### src/hdl/qsu_pkg.sv
`timescale 1ns / 1ps
// ----------------------------------------------------------------------------
// qsu_pkg
// Shared types and constants of the quoted string unescaper: decode state,
// result item layout, character codes and the record length limit.
// ----------------------------------------------------------------------------
package qsu_pkg;

    localparam int LenW = 15;

    localparam logic [LenW-1:0] MaxLen = LenW'(16384);

    localparam logic [7:0] ChNul    = 8'h00;
    localparam logic [7:0] ChTab    = 8'h09;
    localparam logic [7:0] ChLf     = 8'h0A;
    localparam logic [7:0] ChCr     = 8'h0D;
    localparam logic [7:0] ChEsc    = 8'h1B;
    localparam logic [7:0] ChQuote  = 8'h22;
    localparam logic [7:0] ChBslash = 8'h5C;

    typedef enum logic [1:0] {
        PhIdle   = 2'd0,
        PhQuoted = 2'd1,
        PhEscape = 2'd2,
        PhPlain  = 2'd3
    } t_phase;

    typedef struct packed {
        t_phase          phase;
        logic            after_cr;
        logic [LenW-1:0] byte_count;
    } t_state;

    typedef struct packed {
        logic [7:0]      out_byte;
        logic            record_done;
        logic            truncated;
        logic [LenW-1:0] record_length;
    } t_result;

endpackage

### src/hdl/qsu_decode.sv
`timescale 1ns / 1ps
// ----------------------------------------------------------------------------
// qsu_decode
// Next-state and result logic for one input item: quoted and plain-line
// decoding, escape translation, NUL drop and length limit.
// ----------------------------------------------------------------------------
module qsu_decode (
    input  qsu_pkg::t_state  i_state,
    input  logic             i_quoted_en,
    input  logic [7:0]       i_in_byte,
    input  logic             i_end_of_input,
    output qsu_pkg::t_state  o_state,
    output logic             o_has_result,
    output qsu_pkg::t_result o_result
);

    function automatic logic [7:0] unescape(input logic [7:0] b);
        logic [7:0] r;
        case (b)
            8'h65, 8'h45: r = qsu_pkg::ChEsc;
            8'h6E, 8'h4E: r = qsu_pkg::ChLf;
            8'h72, 8'h52: r = qsu_pkg::ChCr;
            8'h74, 8'h54: r = qsu_pkg::ChTab;
            default:      r = b;
        endcase
        return r;
    endfunction

    always_comb begin
        logic       do_emit;
        logic [7:0] emit_b;
        logic       do_fin;
        logic       fin_tr;
        logic       plain_go;
        logic       plain_acr;

        do_emit   = 1'b0;
        emit_b    = i_in_byte;
        do_fin    = 1'b0;
        fin_tr    = 1'b0;
        plain_go  = 1'b0;
        plain_acr = i_state.after_cr;
        o_state      = i_state;
        o_has_result = 1'b0;
        o_result     = '0;

        if (i_end_of_input) begin
            do_fin = 1'b1;
        end else begin
            case (i_state.phase)
                qsu_pkg::PhIdle: begin
                    if (i_quoted_en && i_in_byte == qsu_pkg::ChQuote) begin
                        o_state.phase = qsu_pkg::PhQuoted;
                    end else begin
                        o_state.phase    = qsu_pkg::PhPlain;
                        o_state.after_cr = 1'b0;
                        plain_go         = 1'b1;
                        plain_acr        = 1'b0;
                    end
                end
                qsu_pkg::PhQuoted: begin
                    if (i_in_byte == qsu_pkg::ChNul) begin
                        do_emit = 1'b0;
                    end else if (i_in_byte == qsu_pkg::ChQuote) begin
                        do_fin = 1'b1;
                    end else if (i_in_byte == qsu_pkg::ChBslash) begin
                        o_state.phase = qsu_pkg::PhEscape;
                    end else begin
                        do_emit = 1'b1;
                    end
                end
                qsu_pkg::PhEscape: begin
                    if (i_in_byte != qsu_pkg::ChNul) begin
                        o_state.phase = qsu_pkg::PhQuoted;
                        do_emit       = 1'b1;
                        emit_b        = unescape(i_in_byte);
                    end
                end
                default: begin
                    plain_go = 1'b1;
                end
            endcase
        end

        if (plain_go && i_in_byte != qsu_pkg::ChNul) begin
            if (i_in_byte == qsu_pkg::ChLf && !plain_acr) begin
                do_fin = 1'b1;
            end else begin
                do_emit          = 1'b1;
                o_state.after_cr = (i_in_byte == qsu_pkg::ChCr);
            end
        end

        if (do_emit) begin
            if (i_state.byte_count >= qsu_pkg::MaxLen) begin
                do_fin = 1'b1;
                fin_tr = 1'b1;
            end else begin
                o_state.byte_count = i_state.byte_count + qsu_pkg::LenW'(1);
                o_has_result       = 1'b1;
                o_result.out_byte  = emit_b;
            end
        end

        if (do_fin) begin
            o_has_result           = 1'b1;
            o_result.out_byte      = 8'h00;
            o_result.record_done   = 1'b1;
            o_result.truncated     = fin_tr;
            o_result.record_length = i_state.byte_count;
            o_state.phase          = qsu_pkg::PhIdle;
            o_state.after_cr       = 1'b0;
            o_state.byte_count     = '0;
        end
    end

endmodule

### src/hdl/quoted_string_unescaper.sv
`timescale 1ns / 1ps
// ----------------------------------------------------------------------------
// quoted_string_unescaper
// Decodes a byte stream of string records (quoted with backslash escapes,
// or plain lines) into data bytes and an end-of-record item with length.
// ----------------------------------------------------------------------------
// Takes one item per cycle with no bubbles while the output is not stalled:
// an input register holds the byte, one pass of decode logic updates the
// record state and fills a result register, so an item's result reaches the
// outputs through the input register and then the result register. Bytes that
// produce nothing (opening quote, backslash, NUL) leave the pipe without
// waiting on the output. Input stall follows output stall combinationally.
// Write the quoted-format enable only while no items are in flight.
// ----------------------------------------------------------------------------
module quoted_string_unescaper (
    input  logic                     i_clk,
    input  logic                     i_rst_n,
    input  logic                     i_cfg_wr_en,
    input  logic                     i_cfg_wr_data,
    input  logic                     i_in_valid,
    output logic                     o_in_stall,
    input  logic [7:0]               i_in_byte,
    input  logic                     i_end_of_input,
    output logic                     o_out_valid,
    input  logic                     i_out_stall,
    output logic [7:0]               o_out_byte,
    output logic                     o_record_done,
    output logic                     o_truncated,
    output logic [qsu_pkg::LenW-1:0] o_record_length
);

    logic             r_quoted_en;
    logic             r_s1_valid;
    logic [7:0]       r_s1_byte;
    logic             r_s1_eoi;
    qsu_pkg::t_state  r_state;
    qsu_pkg::t_state  n_state;
    logic             r_out_valid;
    qsu_pkg::t_result r_out;
    qsu_pkg::t_result n_out;
    logic             has_res;
    logic             out_free;
    logic             s1_adv;
    logic             in_acc;

    qsu_decode u_decode (
        .i_state        (r_state),
        .i_quoted_en    (r_quoted_en),
        .i_in_byte      (r_s1_byte),
        .i_end_of_input (r_s1_eoi),
        .o_state        (n_state),
        .o_has_result   (has_res),
        .o_result       (n_out)
    );

    assign out_free   = !r_out_valid || !i_out_stall;
    assign s1_adv     = r_s1_valid && (!has_res || out_free);
    assign o_in_stall = r_s1_valid && !s1_adv;
    assign in_acc     = i_in_valid && !o_in_stall;

    always_ff @(posedge i_clk) begin
        if (!i_rst_n) begin
            r_quoted_en <= 1'b1;
            r_s1_valid  <= 1'b0;
            r_out_valid <= 1'b0;
            r_state     <= '{phase: qsu_pkg::PhIdle, after_cr: 1'b0, byte_count: '0};
        end else begin
            if (i_cfg_wr_en) begin
                r_quoted_en <= i_cfg_wr_data;
            end
            if (in_acc) begin
                r_s1_valid <= 1'b1;
            end else if (s1_adv) begin
                r_s1_valid <= 1'b0;
            end
            if (s1_adv) begin
                r_state <= n_state;
            end
            if (s1_adv && has_res) begin
                r_out_valid <= 1'b1;
            end else if (!i_out_stall) begin
                r_out_valid <= 1'b0;
            end
        end
    end

    always_ff @(posedge i_clk) begin
        if (in_acc) begin
            r_s1_byte <= i_in_byte;
            r_s1_eoi  <= i_end_of_input;
        end
        if (s1_adv && has_res) begin
            r_out <= n_out;
        end
    end

    assign o_out_valid     = r_out_valid;
    assign o_out_byte      = r_out.out_byte;
    assign o_record_done   = r_out.record_done;
    assign o_truncated     = r_out.truncated;
    assign o_record_length = r_out.record_length;

endmodule

### config.mk
export PLATFORM = sky130hd
export DESIGN_NAME = quoted_string_unescaper
export DESIGN_NICKNAME = d
export VERILOG_FILES = /design/src/hdl/qsu_pkg.sv /design/src/hdl/qsu_decode.sv /design/src/hdl/quoted_string_unescaper.sv
export SDC_FILE = /design/constraint.sdc
export NUM_CORES = 1
export LEC_CHECK = 0
export BUFFER_PORTS_ARGS = -buffer_cell sky130_fd_sc_hd__buf_2
export CAP_MARGIN = 30
export CORE_MARGIN = 5
export CORE_UTILIZATION = 59
export DETAILED_ROUTE_END_ITERATION = 8
export PLACE_DENSITY = 0.82
export SLEW_MARGIN = 30
export SYNTH_ARGS = -nofsm -noshare
export SYNTH_HDL_FRONTEND = slang
export SYNTH_SLANG_ARGS = --single-unit
### constraint.sdc
create_clock -name i_clk -period 8 [get_ports i_clk]
set_input_delay 0.4 -clock i_clk [delete_from_list [all_inputs] [get_ports i_clk]]
set_output_delay 0.4 -clock i_clk [all_outputs]
set_load 0.01 [all_outputs]
==> metrics.cfg <==
[clock_network]
htree_num_levels = 2
cts_tree = done
clk_latency_ns = 0.31
path_clk_slew_ns = 0.09
clock_sinks = 55
max-clock-path-buffers = 2
cts_hold_buf = 0
cts_buffers = 5
root_buffer = clkbuf_8
cts-resized-gates = 0
cts_setup_buffers = 0

[routing]
wl_um = 5270
vias = 2143
viasPerCell = 6.09
detail_route.wl_per_cell_um = 15.0
dr.pass1.iters = 4
ant_nets = 0
dr.first_iter.drc_count = 160
drc_errors = 0

[power]
p_leak_nw = 1.12
peakVddDrop_mv = 0.0833
pwr-share-seq_pct = 61.4
p_comb_share_pct = 9.6
switchingPower_uw = 127
internal-power_uw = 391
power_uw = 519
p_sw_share_pct = 24.6
power_per_cell_area_nw_per_um2 = 164
clock_power_share_pct = 29.1

[final_layout]
drive_gt1_share_pct = 24.5
final_util_pct = 67.3
fin_area_sq_um = 3160
final_cell_mix = buf_2 (41), edfxtp_1 (34), dfxtp_1 (21), a21oi_1 (17)
final.fill_count = 359
multi_input_area_sq_um = 1290
syn_to_final_growth_pct = 11.0
layout_commonest_cell = buf_2
diodes = 0
nets = 317
register_area_sq_um = 1440

[sta]
rsz0062_at_grt = false
finalSetupViolations = 0
hold_viol = 0
relSlewSlack_pct = 52.8
setup_tns_ns = 0
fin_ws_ns = 4.76
tightestPinTransition_ns = 0.707
fin_worst_skew_ns = 0.0161
drv_slew = 0
post-route-period-util_pct = 40.5
max_freq_ghz = 0.309
period_needed_ns = 3.24

[global_route]
grtUsageMet3_pct = 3.84
grt_antenna_before_repair = 0
use_met2_pct = 29.0
grtUsageTotal_pct = 17.7
grt_use_met1_pct = 23.6
grt_pass1_wl_um = 8930
grt_max_degree = 34
grt_remaining_overflow = 0
grt_pass1_vias = 1997
grt-busiest-layer = met2

[critical_path]
crit_arrival_ns = 3.17
crit_start = r_s1_byte[4]
cp.required_ns = 7.94
worstReg2RegEnd = r_s1_byte[0]
crit_type = reg -> reg
crit_path_max_fanout = 21
reg2reg_slack_ns = 4.76
crit_path_end = r_s1_byte[0]
timing.rr.start = r_s1_byte[4]
endpoint_kind = flip-flop
start_kind = flip-flop
reg2reg_depth = 7

[die]
die_y_um = 79.4
die_x_um = 79.4
row_count = 25
fp.dieArea_sq_um = 6310
coreArea_sq_um = 4690
initial_core_util_pct = 60.6
ios = 42

[placement]
placed_cell_area_sq_um = 3060
place.gp.congestion = 0.894
dpl_worst_slack_ns = 4.38
io_buffers = 41
hpwl_um = 3910

[hold_path]
min_path_type = in -> reg
holdPathStages = 1

[yosys]
netlist_area_sq_um = 2850
syn_inst = 259
synth_cell_type_count = 60
yosysWarnings = 0
yosysSeqAreaShare_pct = 50.7
synthArstFlopShare_pct = 0
syn_nets = 279
ys_ff_latch = 55
synth_edf_count = 34
syn-mean-instance-area_sq_um = 11.0
synthFlopType = edfxtp_1

[flow_run]
cap_violations = 0

[status]
status = completed

## Yosys cell counts, drive strengths merged (3+ instances only)
library cell  instances  share of area, %
nor2                 17               2.2
inv                  12               1.6
a211oi                4               1.9
nor3                  3              0.70
clkbuf                3              0.40
nand3                 5              0.88
dfxtp                21                15
a21oi                21               4.2
nor3b                 3               1.1
nor4                  4               1.9
o21a                  3              0.79
o31ai                 9               2.4
edfxtp               34                36
nand2b                5               1.1
ha                    5               2.2
nand4                 8               1.8
a31oi                 3              0.66
or4                   8               2.6
buf                   9               2.3
nor2b                 4              0.88
nand2                11               1.5
o21ai                12               2.1
or3                   9               2.0
and2                 17               3.8
## logic make-up after synthesis
group	share of synthesized area [%]
multiplexers	0.704
buffers and inverters	4.31
XOR/XNOR	0.308
AND/OR/NAND/NOR	23.2
AO/OA/AOI/OAI	18.6
flip-flops	50.7
adder cells (fa/ha/maj)	2.20
## worst min path at each step
stage | slack [ns] | startpoint | endpoint
3_5_place_dp | 0.49 | r_state[11] | r_state[11]
3_3_place_gp | 0.48 | r_state[11] | r_state[11]
5_1_grt | 0.25 | i_in_byte[4] | r_s1_byte[4]
6_report | 0.27 | i_end_of_input | r_s1_eoi
2_1_floorplan | 0.46 | r_state[11] | r_state[11]
4_1_cts | 0.26 | i_end_of_input | r_s1_eoi
## layout make-up
class	instances	share of cell area [%]
clock buffer	5	2.18
clock inverter	3	0.713
inverter	12	1.43
multi-input combinational	180	40.8
sequential	55	45.6
tap	54	2.14
timing repair buffer	43	7.09
## registers in the layout, summed over array words and instances (netlist names)
register         flops
r_s1_valid           1
o_truncated          1
o_record_done        1
r_quoted_en          1
o_record_length     15
r_s1_eoi             1
o_out_valid          1
r_s1_byte            8
r_state             18
o_out_byte           8
## metrics by stage
stage	instances	hold WS, ns
after global routing	352	0.249
after floorplan	259	0.456
after detailed placement	343	0.488
after global placement	343	0.481
after CTS	351	0.260
final	352	0.267
## power by group through the flow
stage | registers, mW | logic [mW] | clock network, mW
2_1_floorplan | 0.322 | 0.0378 | 0
3_3_place_gp | 0.324 | 0.0477 | 0
3_5_place_dp | 0.325 | 0.0488 | 0
4_1_cts | 0.318 | 0.0488 | 0.155
5_1_grt | 0.319 | 0.0549 | 0.169
6_report | 0.318 | 0.0497 | 0.151
## critical path: stages, from the launching register on
cell and delay [ns]:
edfxtp_1 0.60, nor4_4 0.51, a21oi_1 0.14, and2_1 0.24, a211oi_4 0.46, buf_6 0.25
nor3_1 0.10, nor2b_1 0.56
## layer usage
| metal | routed length (um) | share of wire, % |
|---|---|---|
| met5 | 0 | 0 |
| met4 | 44 | 0.83 |
| met3 | 308 | 5.8 |
| met2 | 2550 | 48 |
| met1 | 2360 | 45 |
Note: power is estimated with default switching activity, not from simulation.
